File: src/hw/rtl/indexed_min_heap_decrease_key_top_defines.svh
// assertion macros for the indexed min-heap block
// no dependencies
`ifndef INDEXED_MIN_HEAP_DECREASE_KEY_TOP_DEFINES_SVH
`define INDEXED_MIN_HEAP_DECREASE_KEY_TOP_DEFINES_SVH

// assert that a condition implies a consequence on the same edge
`define IMH_ASSERT_IMPL(label, clk, rst, cond, cons) \
   label: assert property (@(posedge clk) disable iff (rst) (cond) |-> (cons)) \
      else $error("assertion failed");

// assert that a condition implies a consequence on the next edge
`define IMH_ASSERT_NEXT(label, clk, rst, cond, cons) \
   label: assert property (@(posedge clk) disable iff (rst) (cond) |=> (cons)) \
      else $error("assertion failed");

`endif

File: src/hw/rtl/imh_pkg.sv
// shared types and constants for the indexed min-heap
// no dependencies
package imh_pkg;
   localparam int CAPACITY = 1024;
   localparam int SLOT_W = $clog2(CAPACITY);
   localparam int CNT_W = $clog2(CAPACITY + 1);
   localparam int HANDLE_W = 10;
   localparam int HANDLES = 1 << HANDLE_W;
   localparam int KEY_W = 64;
   localparam int DEC_W = 31;

   localparam logic [1:0] OP_QUERY = 2'd0;
   localparam logic [1:0] OP_INSERT = 2'd1;
   localparam logic [1:0] OP_EXTRACT = 2'd2;
   localparam logic [1:0] OP_DECREASE = 2'd3;

   localparam logic [2:0] ST_OK = 3'd0;
   localparam logic [2:0] ST_EMPTY = 3'd1;
   localparam logic [2:0] ST_FULL = 3'd2;
   localparam logic [2:0] ST_ABSENT = 3'd3;
   localparam logic [2:0] ST_DUP = 3'd4;

   // datapath command codes
   localparam logic [3:0] CMD_NONE = 4'd0;
   localparam logic [3:0] CMD_CLEAR = 4'd1;
   localparam logic [3:0] CMD_LATCH = 4'd2;
   localparam logic [3:0] CMD_RD_POS = 4'd3;
   localparam logic [3:0] CMD_RD_A = 4'd4;
   localparam logic [3:0] CMD_RD_B = 4'd5;
   localparam logic [3:0] CMD_WR_NEW = 4'd6;
   localparam logic [3:0] CMD_WR_DEC = 4'd7;
   localparam logic [3:0] CMD_WR_SWAP = 4'd8;
   localparam logic [3:0] CMD_WR_LAST = 4'd9;
   localparam logic [3:0] CMD_RD_C = 4'd10;
   localparam logic [3:0] CMD_RD_MIN = 4'd11;
   localparam logic [3:0] CMD_WR_SWAP2 = 4'd12;
   localparam logic [3:0] CMD_FIN = 4'd13;
   localparam logic [3:0] CMD_RD_LAST = 4'd14;

   typedef struct packed {
      logic [3:0] cmd;
   } imh_cmd_type;

   typedef struct packed {
      logic clear_done;
      logic present;
      logic full;
      logic empty;
      logic at_root;
      logic up_less;
      logic has_left;
      logic down_swap;
      logic pos_valid;
   } imh_status_type;
endpackage

File: src/hw/rtl/imh_control.sv
// sequencer for insert, extract and decrease-key sifting
// depends on imh_pkg
module imh_control
   import imh_pkg::*;
(
   input  logic            clock,
   input  logic            reset,
   input  logic            req_valid,
   output logic            req_stall,
   input  logic [1:0]      req_operation,
   output logic            rsp_valid,
   input  logic            rsp_stall,
   output logic [2:0]      rsp_status,
   input  imh_status_type  stat,
   output imh_cmd_type     cmd
);
   localparam logic [4:0] S_CLEAR = 5'd0, S_IDLE = 5'd1, S_POS = 5'd2, S_POSW = 5'd3,
      S_DISP = 5'd4, S_DEC_RD = 5'd5, S_DEC_W1 = 5'd6, S_DEC_W2 = 5'd7, S_DEC_WR = 5'd8,
      S_UP = 5'd9, S_UP_W1 = 5'd10, S_UP_W2 = 5'd11, S_UP_CMP = 5'd12, S_UP_SW2 = 5'd13,
      S_EX_RD = 5'd14, S_EX_W1 = 5'd15, S_EX_W2 = 5'd16, S_DN = 5'd17, S_DN_B = 5'd18,
      S_DN_C = 5'd19, S_DN_W1 = 5'd20, S_DN_W2 = 5'd21, S_DN_SW2 = 5'd22,
      S_MIN = 5'd23, S_MIN_W1 = 5'd24, S_MIN_W2 = 5'd25, S_DONE = 5'd26;

   logic [4:0] state_ff, state_in;
   logic [1:0] op_ff, op_in;
   logic [2:0] st_ff, st_in;
   logic [2:0] rsp_st_ff, rsp_st_in;
   logic valid_ff, valid_in;

   assign req_stall = state_ff != S_IDLE;
   assign rsp_valid = valid_ff;
   assign rsp_status = rsp_st_ff;

   always_comb begin
      state_in = state_ff;
      op_in = op_ff;
      st_in = st_ff;
      rsp_st_in = rsp_st_ff;
      valid_in = valid_ff && rsp_stall;
      cmd.cmd = CMD_NONE;
      case (state_ff)
         S_CLEAR: begin
            cmd.cmd = CMD_CLEAR;
            if (stat.clear_done) begin cmd.cmd = CMD_NONE; state_in = S_IDLE; end
         end
         S_IDLE: if (req_valid) begin
            cmd.cmd = CMD_LATCH; op_in = req_operation; st_in = ST_OK; state_in = S_POS;
         end
         S_POS: begin cmd.cmd = CMD_RD_POS; state_in = S_POSW; end
         S_POSW: state_in = S_DISP;
         S_DISP: begin
            state_in = S_MIN;
            case (op_ff)
               OP_INSERT:
                  if (stat.full) st_in = ST_FULL;
                  else if (stat.present) st_in = ST_DUP;
                  else begin cmd.cmd = CMD_WR_NEW; state_in = S_UP; end
               OP_EXTRACT:
                  if (stat.empty) st_in = ST_EMPTY;
                  else state_in = S_EX_RD;
               OP_DECREASE:
                  if (!stat.present) st_in = ST_ABSENT;
                  else if (stat.pos_valid) state_in = S_DEC_RD;
               default: ;
            endcase
         end
         S_DEC_RD: begin cmd.cmd = CMD_RD_A; state_in = S_DEC_W1; end
         S_DEC_W1: begin cmd.cmd = CMD_NONE; state_in = S_DEC_WR; end
         S_DEC_WR: state_in = S_DEC_W2;
         S_DEC_W2: begin cmd.cmd = CMD_WR_DEC; state_in = S_UP; end
         S_UP: begin
            if (stat.at_root) state_in = S_MIN;
            else begin cmd.cmd = CMD_RD_B; state_in = S_UP_W1; end
         end
         S_UP_W1: state_in = S_UP_W2;
         S_UP_W2: state_in = S_UP_CMP;
         S_UP_CMP: begin
            if (stat.up_less) begin cmd.cmd = CMD_WR_SWAP; state_in = S_UP_SW2; end
            else state_in = S_MIN;
         end
         S_UP_SW2: begin cmd.cmd = CMD_WR_SWAP2; state_in = S_UP; end
         S_EX_RD: begin cmd.cmd = CMD_RD_LAST; state_in = S_EX_W1; end
         S_EX_W1: state_in = S_EX_W2;
         S_EX_W2: state_in = S_DN;
         S_DN: begin cmd.cmd = CMD_WR_LAST; state_in = S_DN_B; end
         S_DN_B: begin
            if (!stat.has_left) state_in = S_MIN;
            else begin cmd.cmd = CMD_RD_B; state_in = S_DN_C; end
         end
         S_DN_C: begin cmd.cmd = CMD_RD_C; state_in = S_DN_W1; end
         S_DN_W1: state_in = S_DN_W2;
         S_DN_W2: begin
            if (stat.down_swap) begin cmd.cmd = CMD_RD_MIN; state_in = S_DN_SW2; end
            else state_in = S_MIN;
         end
         S_DN_SW2: begin cmd.cmd = CMD_WR_SWAP2; state_in = S_DN_B; end
         S_MIN: state_in = S_MIN_W1;
         S_MIN_W1: state_in = S_MIN_W2;
         S_MIN_W2: state_in = S_DONE;
         // result registers load only once the previous result has gone
         S_DONE: if (!valid_ff) begin
            cmd.cmd = CMD_FIN; rsp_st_in = st_ff; valid_in = 1'b1; state_in = S_IDLE;
         end
         default: state_in = S_IDLE;
      endcase
   end

   always_ff @(posedge clock) begin
      if (reset) begin
         state_ff <= S_CLEAR;
         op_ff <= OP_QUERY;
         st_ff <= ST_OK;
         rsp_st_ff <= ST_OK;
         valid_ff <= 1'b0;
      end else begin
         state_ff <= state_in;
         op_ff <= op_in;
         st_ff <= st_in;
         rsp_st_ff <= rsp_st_in;
         valid_ff <= valid_in;
      end
   end
endmodule

File: config.mk
export PLATFORM = sky130hd
export DESIGN_NAME = imh_control
export DESIGN_NICKNAME = d
export VERILOG_FILES = /design/src/hw/rtl/indexed_min_heap_decrease_key_top_defines.svh /design/src/hw/rtl/imh_pkg.sv /design/src/hw/rtl/imh_control.sv
export SDC_FILE = /design/constraint.sdc
export NUM_CORES = 1
export LEC_CHECK = 0
export BUFFER_PORTS_ARGS = -buffer_cell sky130_fd_sc_hd__buf_2
export CAP_MARGIN = 25
export CORE_AREA = 2 2 55 57
export DETAILED_ROUTE_END_ITERATION = 6
export DIE_AREA = 0 0 57 59
export PLACE_DENSITY = 0.72
export SYNTH_ARGS = -nofsm -noshare
export SYNTH_HDL_FRONTEND = slang
export SYNTH_SLANG_ARGS = --single-unit
File: constraint.sdc
create_clock -name clock -period 1.7 [get_ports clock]
set_input_delay 0.255 -clock clock [delete_from_list [all_inputs] [get_ports clock]]
set_output_delay 0.255 -clock clock [all_outputs]
set_load 0.005 [all_outputs]
# Word-level counts from Yosys, hierarchy flattened
# Cells that the tools add are included.
totals:
  out_inout_bits: 9
  register_bits: 14
  word_cells: 87
  input_bits: 15
classes:
  muxes: 34
  n_reduce_logical: 10
  bitwise_logic: 1
  eq_ne: 37
ops:
  columns: ["cell", "n"]
  rows:
  - ["case mux 5 bit (25 select lines)", 1]
  - ["case mux 4 bit (15 select lines)", 1]
  - ["== test 5 bit, second input constant", 11]
  - ["2-to-1 mux 5 bit", 10]
  - ["== test 5 x 4 -> 1 bit, second input constant", 8]
  - ["2-to-1 mux 3 bit", 11]
  - ["== test 5 x 3 -> 1 bit, second input constant", 4]
  - ["case mux 5 bit (3 select lines)", 1]
  - ["2-to-1 mux 4 bit", 3]
  - ["== test 5 x 2 -> 1 bit, second input constant", 2]
  - ["case mux 3 bit (3 select lines)", 1]
  - ["!= test 2 bit, second input constant", 3]
  - ["!= test 3 bit, second input constant", 2]
  - ["case mux 3 bit (2 select lines)", 1]
  - ["AND reduction 6 bit", 1]
  - ["OR reduction 2 bit", 3]
  - ["== test 5 x 1 -> 1 bit, second input constant", 1]
  - ["logical NOT 5 bit", 1]
  - ["!= test 5 x 1 -> 1 bit, second input constant", 1]
  - ["== test 2 bit, second input constant", 2]
  - ["2-to-1 mux 1 bit", 4]
  - ["!= test 4 x 2 -> 1 bit, second input constant", 1]
  - ["!= test 4 bit, second input constant", 1]
  - ["AND reduction 2 bit", 2]
  - ["6 further kinds", 6]

# Logic depth before layout (Yosys ltp)
# Gate-level depths: netlist (run 1).
logic_depth:
  ltp_word: 4
  mapped_depth: 7
  ltp_nobuf: 7

# Least setup slack after synthesis (run 1)
# OpenSTA, ideal clock, no wires.
synth_path:
  kind: "flip-flop to flip-flop"
  from: "register op_ff[1]"
  to: "register state_ff[3]"
  synth_period_minus_slack_ns: 1.884
  stages_incl_launch_ff: 8
  t_arrival_ns: 1.810
  setup_slack_ns: -0.184
  setup_time_ns: 0.074
  n_path_buf: 0
  required_ns: 1.626
  cell_sequence: "dfxtp_1 -> inv_1 -> ha_1 -> or3b_2 -> o21ai_1 -> a41oi_1 -> or3_1 -> a31oi_1"
synth_between:
  elab_chain_cells: 3
synth_lines:
  columns: ["item", "line_no", "source"]
  rows:
  - ["from (decl)", "imh_control.sv:25", "logic [1:0] op_ff, op_in;"]
  - ["from (signal assigned)", "imh_control.sv:117", "op_ff <= op_in;"]
  - ["== test 2 bit / == test 2 x 1 -> 1 bit (equally long branches)", "imh_control.sv:53", "case (op_ff)"]
  - ["case mux 5 bit (3 select lines) *", "imh_control.sv:53", null]
  - ["case mux 5 bit (25 select lines) *", "imh_control.sv:41", "case (state_ff)"]
  - ["to (signal assigned)", "imh_control.sv:116", "state_ff <= state_in;"]
  - ["to (decl)", "imh_control.sv:24", "logic [4:0] state_ff, state_in;"]
# Mark *: on every way between the ends. The rest lies on a longest branch, timed or not.
# A chain may end at the register's enable or synchronous reset.

==> qor.txt, run 1 <==
Outcome - finished, violations left
Failing checks - negative setup slack
Total track usage - 0.2774
Most frequent cells in the layout - 52 x buf_4, 23 x buf_2, 19 x nor2_1
Hold crit path type - in2reg
Clk slew on worst S/H paths - 90 ps
Tcrit/Tclk final - 1.162
Skew final - 6.559 ps
Hold_buf cts - 0
1st-pass router iterations - 5
Drc violations - 0
Synth top area cells - dfxtp_1 21%, mux2i_1 7.7%, nor2_1 6.0%
Leakage - 0.0008779 uW
Hold_ws - 216.6 ps
Post-Layout Cell Count - 281
Placed insts - 259
Net Count, Synth - 199
Synthesized cell area - 1306 um2
DR vias - 1710
Worst slew pin tran - 402.9 ps
Synth-to-Final Area Change - 59.20%
Largest net degree at the start of global routing - 18
TritonCTS buffer count - 3
Commonest non-fill, non-tap cell in the layout - buf_4
Die Y-Extent - 59 um
Crit. End Element - primary output
CP max stage delay - 510 ps
CTS H-tree lvls - 1
Worst slew margin - 0.7279
Synthesized instance count - 179
Global placement routability congestion - 0.9967
Die area - 3363 um2
CTS tree - built
Max Freq - 506.3 MHz
Final #Nets - 271
Vias in the first global route - 1618
FFs w/ async S/R, synth - 0
Clock Tree Buf Depth - 2
Seq/Total Area, Yosys - 0.2146
Rows - 19
Kind of critical path - reg2out
Tmin final - 1975 ps
Core area - 2710 um2
Final core utilization - 0.7673
Required time of the critical path - 1440 ps
Die Width - 57 um
Initial antenna violation count - 0
Final max-slew violation count - 0
Avg Cell Area, Syn - 7.298 um2
Yosys cell types - 49
I/O Buffers - 23
Area share of the largest cell type after synthesis - 0.2146
Clock net sink count - 14
Total Wirelength - 4941 um
Maximum vdd drop - 674.8 uV
Post-synth EDFFs - 0
Final number of hold-violating endpoints - 0
Final worst slack - -275.0 ps
Worst Setup Start Kind - register
Average via count per standard cell - 6.085
Max-Cap Viols - 0
Pwr Total - 1803 uW
Crit-path slowest cell - or4_1
Root Driver - clkbuf_4
CP Cell Sequence - nor2b_4, nor3b_4, nand3b_1, inv_1, or4_1, buf_2
Prevailing post-synth register cell - dfxtp_1
Remaining antenna violation count - 0
N_diodes - 0
Yosys reg bits - 14
Yosys warning count - 0
Starting Density - 0.4820
RSZ-0062 raised after global routing - true
Initial DRC Count - 150
Setup TNS - -1732 ps
Drt wl/cell - 17.58 um
Clk Latency, worst-skew pair - 280 ps
Worst EP arrival - 1720 ps
Layout cells sized above 1 - 0.4920
Setup-failing EPs final - 9
DP Wirelength - 3216 um
Critical path peak fanout - 3
GR Overflow Total - 0
Pwr per Cell Area - 866.9 nW/um2
Global-route wire length before repair - 7300 um
I/O Pins - 24
Post-synth top area cell - dfxtp_1
-- repair_timing --
item                       CTS  global route
cloned                       0             0
setup endpoints to repair   12            18
pin swaps                   14            15
gates resized for setup     32            21
buffers inserted            13             7
-- registers in the layout, indices dropped and copies added (netlist names) --
register	cells
op_ff	2
state_ff	5
rsp_valid	1
rsp_status	3
st_ff	3
-- cells in the mapped netlist, drive strengths merged (2+ instances only) --
library cell  instances
o21ai                11
o31ai                 2
xnor2                 4
nand4                 2
or4                   2
a211oi                2
nor2b                 4
mux2i                10
or3                   2
nor3                  5
dfxtp                14
a21oi                11
nor2                 21
o32ai                 2
nand3                 6
a32o                  2
a31oi                 5
nor4                  3
nor3b                 2
clkbuf                8
nand2b                6
inv                  10
nor4b                 2
buf                   7
o211ai                3
nand2                13
ha                    5
-- cell families after synthesis --
group / after synthesis / synth area share
AND/OR/NAND/NOR: 71 / 0.2797
AO/OA/AOI/OAI: 49 / 0.2615
buffers and inverters: 26 / 0.09291
flip-flops: 14 / 0.2146
multiplexers: 10 / 0.07663
adder cells (fa/ha/maj): 5 / 0.04789
XOR/XNOR: 4 / 0.02682
-- worst paths after layout --
check | startpoint | endpoint | slack [ps] | cells after the start
max | state_ff[1] | cmd[0] | -270 | 6
min | rsp_stall | rsp_valid | 220 | 3
max reg2reg | state_ff[3] | st_ff[1] | -230 | 6
min reg2reg | st_ff[1] | rsp_status[1] | 510 | 2
-- layer usage --
layer	track usage	part of all wire	vias up
met4	0.09967	0.033	0
li1	-	-	795
met1	0.3203	0.38	804
met5	0	0	-
met3	0.03712	0.069	17
met2	0.5222	0.52	94
-- area by class of cell --
cell class / count / area [um2]
clock buffers: 4 / 36.28
well taps: 31 / 38.79
repair buffers: 82 / 593.1
inverters: 11 / 45.04
fillers: 191 / 630.6
multi-input cells: 139 / 1065
flip-flops and latches: 14 / 301.5
-- stage by stage --
step | cell area [um2] | worst slack (ps)
after floorplan | 1315 | -2.574
final | 2079 | -275.0
after global placement | 1707 | -103.7
after detailed placement | 1707 | -153.5
after global routing | 2079 | -350.4
after CTS | 1961 | -253.9
-- critical path, delay by kind of cell (launching register included) --
kind / cells / cell delay, ps
DFF: 1 / 340
buffers and inverters: 2 / 190
and+or+nand+nor: 4 / 900
-- power breakdown --
part / total, uW / internal (uW) / leakage [uW] / switching (uW)
clock network: 237 / 130 / 0.0000210 / 107
registers: 420 / 367 / 0.000118 / 53.2
logic: 1150 / 575 / 0.000739 / 570
(Power assumes the default switching activity.)
==> inputs of run 2 (changes only) <==
--- a/config.mk
+++ b/config.mk
@@ -11,6 +11,7 @@
 export DETAILED_ROUTE_END_ITERATION = 6
 export DIE_AREA = 0 0 57 59
 export PLACE_DENSITY = 0.72
+export RECOVER_POWER = 100
 export SYNTH_ARGS = -nofsm -noshare
 export SYNTH_HDL_FRONTEND = slang
 export SYNTH_SLANG_ARGS = --single-unit
==> run 2 against run 1 <==
Critical path depth did not move; via count is 0.88% lower; clock-buffer cell count did not move; setup slack is essentially flat; sequential share of layout area about the same; flip-flop and latch count unchanged; final cell count is the same; the flow still finishes with violations (negative setup slack); non-clock buffer count unchanged.
==> qor.txt, run 2 (same netlist as run 1, synthesis figures left out) <==
Outcome - finished, violations left (unchanged)
Failing checks - negative setup slack (unchanged)
Total Wirelength - 4921 um (was 4941 um)
Clock Tree Buf Depth - 2 (unchanged)
Initial DRC Count - 150 (unchanged)
Worst EP arrival - 1720 ps (about the same)
Max-Cap Viols - 0 (unchanged)
R2R depth - 6 (unchanged)
Setup TNS - -1730 ps (was -1732 ps)
Required time of the critical path - 1440 ps (about the same)
Kind of critical path - reg2out (unchanged)
DP Wirelength - 3216 um (unchanged)
Int Pwr - 1072 uW (about the same)
Post-route cell area - 2076 um2 (was 2079 um2)
Clk Latency, worst-skew pair - 280 ps (about the same)
I/O Buffers - 23 (unchanged)
R2r setup slk - -230 ps (about the same)
Die Width - 57 um (unchanged)
Hold-critical path depth - 3 (unchanged)
Clk slew on worst S/H paths - 90 ps (about the same)
N_diodes - 0 (unchanged)
Most frequent cells in the layout - 51 x buf_4, 23 x buf_2, 19 x nor2_1 (was 52 x buf_4, 23 x buf_2, 19 x nor2_1)
Comb pwr share - 0.634 (was 0.635)
Tcrit/Tclk final - 1.162 (about the same)
Global placement routability congestion - 0.9967 (unchanged)
Skew final - 6.641 ps (was 6.559 ps)
RSZ-0062 raised after global routing - true (unchanged)
Synth-to-Final Area Change - 58.91% (was 59.20%)
Setup-failing EPs final - 9 (unchanged)
Hold_ws - 218.5 ps (was 216.6 ps)
Max Freq - 506.4 MHz (was 506.3 MHz)
Die Y-Extent - 59 um (unchanged)
Worst Setup Start Kind - register (unchanged)
Cell family with most CP delay - simple AND/OR/NAND/NOR gates (unchanged)
Rows - 19 (unchanged)
Starting Density - 0.4820 (unchanged)
Maximum vdd drop - 674.0 uV (was 674.8 uV)
Final worst slack - -274.8 ps (was -275.0 ps)
CP Cell Sequence - nor2b_4, nor3b_4, nand3b_1, inv_1, or4_1, buf_2 (unchanged)
Largest net degree at the start of global routing - 18 (unchanged)
Final max-slew violation count - 0 (unchanged)
Global-route wire length before repair - 7300 um (unchanged)
Tmin final - 1975 ps (about the same)
Core area - 2710 um2 (unchanged)
Clock net sink count - 14 (unchanged)
Drt wl/cell - 17.51 um (was 17.58 um)
CP max stage delay - 510 ps (about the same)
Buffers and inverters on the worst path - 2 (unchanged)
TritonCTS buffer count - 3 (unchanged)
Switch share - 0.4041 (was 0.4051)
Crit-path slowest cell - or4_1 (unchanged)
Net Sw Power - 727.2 uW (was 730.3 uW)
Commonest non-fill, non-tap cell in the layout - buf_4 (unchanged)
Final #Nets - 271 (unchanged)
Worst slew pin tran - 402.0 ps (was 402.9 ps)
Sequential Power Share - 0.234 (was 0.233)
DP Area - 1707 um2 (unchanged)
Capturing point of the worst reg2reg path - st_ff[1] (unchanged)
Final number of hold-violating endpoints - 0 (unchanged)
Worst slew margin - 0.7285 (was 0.7279)
CTS H-tree lvls - 1 (unchanged)
Top reg by flops - state_ff (unchanged)
Critical path peak fanout - 3 (unchanged)
Pwr per Cell Area - 866.9 nW/um2 (about the same)
I/O Pins - 24 (unchanged)
Drc violations - 0 (unchanged)
Max FFs per register - 5 (unchanged)
Hold_buf cts - 0 (unchanged)
Reg-to-Reg Start - state_ff[3] (unchanged)
Crit. End Element - primary output (unchanged)
Vias in the first global route - 1618 (unchanged)
Total track usage - 0.2774 (unchanged)
Layout cells sized above 1 - 0.4880 (was 0.4920)
GR Overflow Total - 0 (unchanged)
Hold crit path type - in2reg (unchanged)
Die area - 3363 um2 (unchanged)
Root Driver - clkbuf_4 (unchanged)
Clock power frac - 0.132 (about the same)
Average via count per standard cell - 6.032 (was 6.085)
Initial antenna violation count - 0 (unchanged)
Leakage - 0.0008737 uW (was 0.0008779 uW)
Remaining antenna violation count - 0 (unchanged)
Min-delay src - rsp_stall (unchanged)
1st-pass router iterations - 5 (unchanged)
CTS tree - built (unchanged)
Setup WS pre-CTS - -153.5 ps (unchanged)
Hold EP - rsp_valid (unchanged)
DR vias - 1695 (was 1710)
-- run 2: tightest hold or removal path, stage by stage --
cell,delay [ps]
buf_2,100
nand2_1,50
a21oi_1,60
-- run 2: cell type report --
type | instances | area [um2]
Fill cell | 191 | 634.4
Inverter | 11 | 45.04
Sequential cell | 14 | 301.5
Clock buffer | 4 | 36.28
Timing Repair Buffer | 82 | 589.3
Multi-Input combinational cell | 139 | 1065
Tap cell | 31 | 38.79
-- run 2: per-stage QoR --
| step | util | total power [uW] | instances |
|---|---|---|---|
| 4_1_cts | 0.7235 | 1667 | 276 |
| 3_5_place_dp | 0.6297 | 1311 | 259 |
| 5_1_grt | 0.7659 | 1907 | 281 |
| 3_3_place_gp | 0.6297 | 1299 | 259 |
| 6_report | 0.7659 | 1800 | 281 |
| 2_1_floorplan | - | 937.3 | 179 |
-- run 2: power by group through the flow --
stage / clock [uW] / sequential [uW] / combinational, uW
after floorplan: 0 / 380 / 557
after global placement: 0 / 409 / 890
after detailed placement: 0 / 409 / 901
after CTS: 241 / 419 / 1010
after global routing: 263 / 425 / 1220
final: 238 / 420 / 1140
-- run 2: layer usage --
metal / part of all wire / global-route usage
met5: 0 / 0
met4: 0.029 / 0.09967
met3: 0.066 / 0.03712
met2: 0.52 / 0.5222
met1: 0.39 / 0.3203
-- run 2: worst max path at each step --
| stage | startpoint | end | cells past startpoint |
|---|---|---|---|
| after global placement | op_ff[0] | state_ff[0] | 7 |
| after detailed placement | state_ff[4] | state_ff[1] | 6 |
| final | state_ff[1] | cmd[0] | 6 |
| after CTS | state_ff[0] | cmd[0] | 6 |
| after floorplan | op_ff[1] | state_ff[3] | 7 |
| after global routing | state_ff[1] | cmd[0] | 6 |
-- run 2: repair_timing --
item	CTS	global route
buffers inserted	13	7
endpoints found under the setup margin	12	18
endpoints found under the hold margin	0	0
gates resized for setup	32	21
pin swaps	14	15
